$ cat src/sv/lease_address_allocator_assert.svh
// ----------------------------------------------------------------------------
// lease_address_allocator_assert.svh
// assertion macros shared by the allocator rtl, clocked on clk, off in reset
// ----------------------------------------------------------------------------
`ifndef LEASE_ADDRESS_ALLOCATOR_ASSERT_SVH
`define LEASE_ADDRESS_ALLOCATOR_ASSERT_SVH

// consequent must hold in the same cycle as the antecedent
`define LLA_ASSERT_NOW(lbl, ante, cons, msg) \
	lbl: assert property (@(posedge clk) disable iff (!arst_n) (ante) |-> (cons)) \
		else $error(msg);

// consequent must hold in the cycle after the antecedent
`define LLA_ASSERT_NEXT(lbl, ante, cons, msg) \
	lbl: assert property (@(posedge clk) disable iff (!arst_n) (ante) |=> (cons)) \
		else $error(msg);

`endif

$ cat src/sv/lla_ram.sv
// ----------------------------------------------------------------------------
// lla_ram
// generic single write port, single read port ram with registered read
// ----------------------------------------------------------------------------
module lla_ram #(
	parameter int WIDTH = 8,
	parameter int DEPTH = 16
) (
	input  logic                     clk,
	input  logic                     we,
	input  logic [$clog2(DEPTH)-1:0] waddr,
	input  logic [WIDTH-1:0]         wdata,
	input  logic                     re,
	input  logic [$clog2(DEPTH)-1:0] raddr,
	output logic [WIDTH-1:0]         rdata
);

	logic [WIDTH-1:0] mem_q [DEPTH];

	// write port
	always_ff @(posedge clk) begin
		if (we) begin
			mem_q[waddr] <= wdata;
		end
	end

	// registered read port
	always_ff @(posedge clk) begin
		if (re) begin
			rdata <= mem_q[raddr];
		end
	end

endmodule

$ cat config.mk
export PLATFORM = sky130hd
export DESIGN_NAME = lla_ram
export DESIGN_NICKNAME = d
export VERILOG_FILES = /design/src/sv/lease_address_allocator_assert.svh /design/src/sv/lla_ram.sv
export SDC_FILE = /design/constraint.sdc
export NUM_CORES = 1
export LEC_CHECK = 0
export ABC_CLOCK_PERIOD_IN_PS = 1900
export BUFFER_PORTS_ARGS = -buffer_cell sky130_fd_sc_hd__buf_2
export CAP_MARGIN = 20
export CORE_MARGIN = 1
export CORE_UTILIZATION = 33
export CTS_BUF_LIST = sky130_fd_sc_hd__clkbuf_4 sky130_fd_sc_hd__clkbuf_8
export DETAILED_ROUTE_END_ITERATION = 7
export GPL_ROUTABILITY_DRIVEN = 0
export MAX_ROUTING_LAYER = met4
export PLACE_DENSITY = 0.47
export REMOVE_ABC_BUFFERS = 1
export SYNTH_ARGS = -nofsm -noshare
export SYNTH_HDL_FRONTEND = slang
export SYNTH_SLANG_ARGS = --single-unit
$ cat constraint.sdc
create_clock -name clk -period 1.9 [get_ports clk]
set_clock_uncertainty 0.05 [all_clocks]
set_input_delay 0.095 -clock clk [delete_from_list [all_inputs] [get_ports clk]]
set_output_delay 0.095 -clock clk [all_outputs]
set_load 0.005 [all_outputs]
==> run_results.csv <==
group,metric,value,unit
floorplan,core,0.0153,mm2
logic_synthesis,ys_ff_latch,136,
final_layout,final_area,0.00614,mm2
logic_synthesis,ys_seq_area_share,78.1,%
clocking,cts_buffers,17,
worst_setup_path,critPathArrivalTime,1700,ps
floorplan,placementRows,45,
clocking,cts_tree,"built",
pwr,p_leak,2.04,nW
worst_setup_path,cp_max_fo,1,
logic_synthesis,synth_cell_type_count,18,
placed_design,place_area,0.00573,mm2
pwr,p_total,5.71,mW
logic_synthesis,netlist_area,0.00523,mm2
route,wl_per_cell,19.5,um
pwr,irDropWorstVdd,406,uV
floorplan,io_pins,27,
floorplan,die_x,128,um
sta,min_period_over_period,82.9,%
sta,max_freq,0.635,GHz
logic_synthesis,yosysWarnings,0,
worst_setup_path,cp.required,2030,ps
grt,grt_pass1_vias,2602,
final_layout,nNetsFinal,314,
sta,finalMaxSlewViolations,0,
clocking,root_buffer,"clkbuf_8",
route,drtPass1Iterations,4,
route,antenna_left,0,
grt,overflow,0,
sta,period_minus_slack,1580,ps
logic_synthesis,avgSynthCellArea,22.8,um2
sta,tightest_slew,403,ps
status,outcome,"completed",
grt,grt_use_total,14.2,%
sta,rsz0062_at_grt,"no",
route,num_vias,2465,
worst_setup_path,critPathKind,"flop to flop",
pwr,powerDensity,930,mW/mm2
route,drcViolationCount,0,
sta,relSlewSlack,73.2,%
sta,setup_ws,325,ps
floorplan,die_h,128,um
route,via_per_inst,4.75,
final_layout,antenna_cells,0,
worst_setup_path,crit_path_end_kind,"flop",
clocking,insertion_delay,430,ps
clocking,path_clk_slew,70,ps
grt,antenna_found_initial,0,
placed_design,port_buffers,26,
route,drtIter0Drc,200,
floorplan,initial_core_util,34.1,%
sta,hold_viol_final,0,
worst_hold_path,hp-class,"input pin to flop",
final_layout,postLayoutCoreUtil,40.1,%
placed_design,pre_cts_ws,188,ps
logic_synthesis,syn_inst,229,
floorplan,die_area,0.0163,mm2
worst_setup_path,crit_path_start_kind,"flop",
final_layout,synthToLayoutAreaGrowth,17.5,%
route,routed_wl,10.1,mm
grt,grt_max_degree,33,
clocking,clock_path_buffers,2,
sta,finalSetupTns,0,ps
clocking,htreeDepth,4,
run,maxCapViolCount,0,
final_layout,drive_above_1_share,29.5,%
final_layout,fill_cells,1433,
grt,grt_first_pass_wirelength,15.6,mm
clocking,cts_resized,0,
clocking,clock-sinks,136,
sta,setup_viol,0,
-- report_power, final --
part,leakage [nW],switching (mW),internal [mW]
Combinational,0.636,0.175,0.148
Clock,0.169,1.01,0.981
Sequential,1.24,0.0172,3.38
Total,2.04,1.21,4.51
-- sequential cells by signal (all words and copies together), names as in the netlist --
| register | flops |
|---|---|
| mem_q | 128 |
| rdata | 8 |
-- placed cells by master (no fill, tap or decap), types with 2 or more instances in the layout --
| cell | n |
|---|---|
| edfxtp_1 | 136 |
| nand2b_1 | 2 |
| buf_4 | 20 |
| nand2_1 | 9 |
| clkinv_2 | 5 |
| mux4_1 | 14 |
| dlygate4sd3_1 | 9 |
| nor2_1 | 13 |
| nor3_1 | 4 |
| clkbuf_8 | 17 |
| buf_2 | 26 |
| mux4_2 | 18 |
| nand3b_1 | 2 |
| clkinv_1 | 8 |
| a22oi_1 | 16 |
| buf_12 | 2 |
-- metal layers --
metal | vias to the layer above | wire (um) | global-route usage, %
met5 | - | 0 | -
li1 | 1112 | - | -
met1 | 1272 | 4680 | 18.5
met2 | 73 | 4840 | 21.1
met4 | 0 | 82 | 4.98
met3 | 8 | 535 | 4.59
-- worst max-delay path, cell delays in order, from the launching register on --
cell and delay, ps:
edfxtp_1 350, mux4_1 500, a22oi_1 330, nand2_1 80
-- what timing repair did --
item,CTS,global route
hold buffers,9,0
buffers inserted,0,0
endpoints found under the hold margin,136,0
-- worst paths after layout --
kind | from | end | slack [ps] | cells after the start
max | mem_q[1][5]$_DFFE_PP_ | rdata[5]$_DFFE_PP_ | 320 | 3
min | waddr[0] | mem_q[4][2]$_DFFE_PP_ | 180 | 3
max reg2reg | mem_q[1][5]$_DFFE_PP_ | rdata[5]$_DFFE_PP_ | 320 | 3
min reg2reg | mem_q[8][4]$_DFFE_PP_ | rdata[4]$_DFFE_PP_ | 700 | 3
-- per-stage QoR --
step	hold slack (ps)	cells
2_1_floorplan	144	219
3_3_place_gp	422	478
3_5_place_dp	420	478
4_1_cts	130	519
5_1_grt	152	519
6_report	176	519
-- kinds of logic (layout without fill, tap and decap cells) --
family,count (synthesis),after routing,share of synthesized area (%)
flip-flops,136,136,78.1
AND/OR/NAND/NOR,35,35,3.14
multiplexers,32,32,14.8
AO/OA/AOI/OAI,16,16,2.30
buffers and inverters,10,89,1.65
-- area by class of cell --
| class | instances | area (um2) | area share [%] |
|---|---|---|---|
| multi-input combinational | 83 | 1060 | 17.2 |
| clock buffer | 17 | 234 | 3.81 |
| sequential | 136 | 4080 | 66.5 |
| clock inverter | 15 | 92.6 | 1.51 |
| timing repair buffer | 57 | 410 | 6.68 |
| tap | 211 | 264 | 4.30 |
-- cell usage after synthesis --
cell type | instances | area (um2)
nor2_1 | 13 | 48.8
mux4_2 | 18 | 405
buf_4 | 1 | 7.51
nand3b_1 | 2 | 15.0
nand3_1 | 1 | 5.00
edfxtp_1 | 136 | 4080
nor2b_1 | 1 | 6.26
a22oi_1 | 16 | 120
nor3_1 | 4 | 20.0
buf_6 | 3 | 33.8
and2b_1 | 1 | 7.51
and2_1 | 1 | 6.26
mux4_1 | 14 | 368
buf_2 | 3 | 15.0
nand2b_1 | 2 | 12.5
clkdlybuf4s25_2 | 3 | 30.0
nand2_1 | 9 | 33.8
or3b_2 | 1 | 8.76
(Power assumes the default switching activity.)
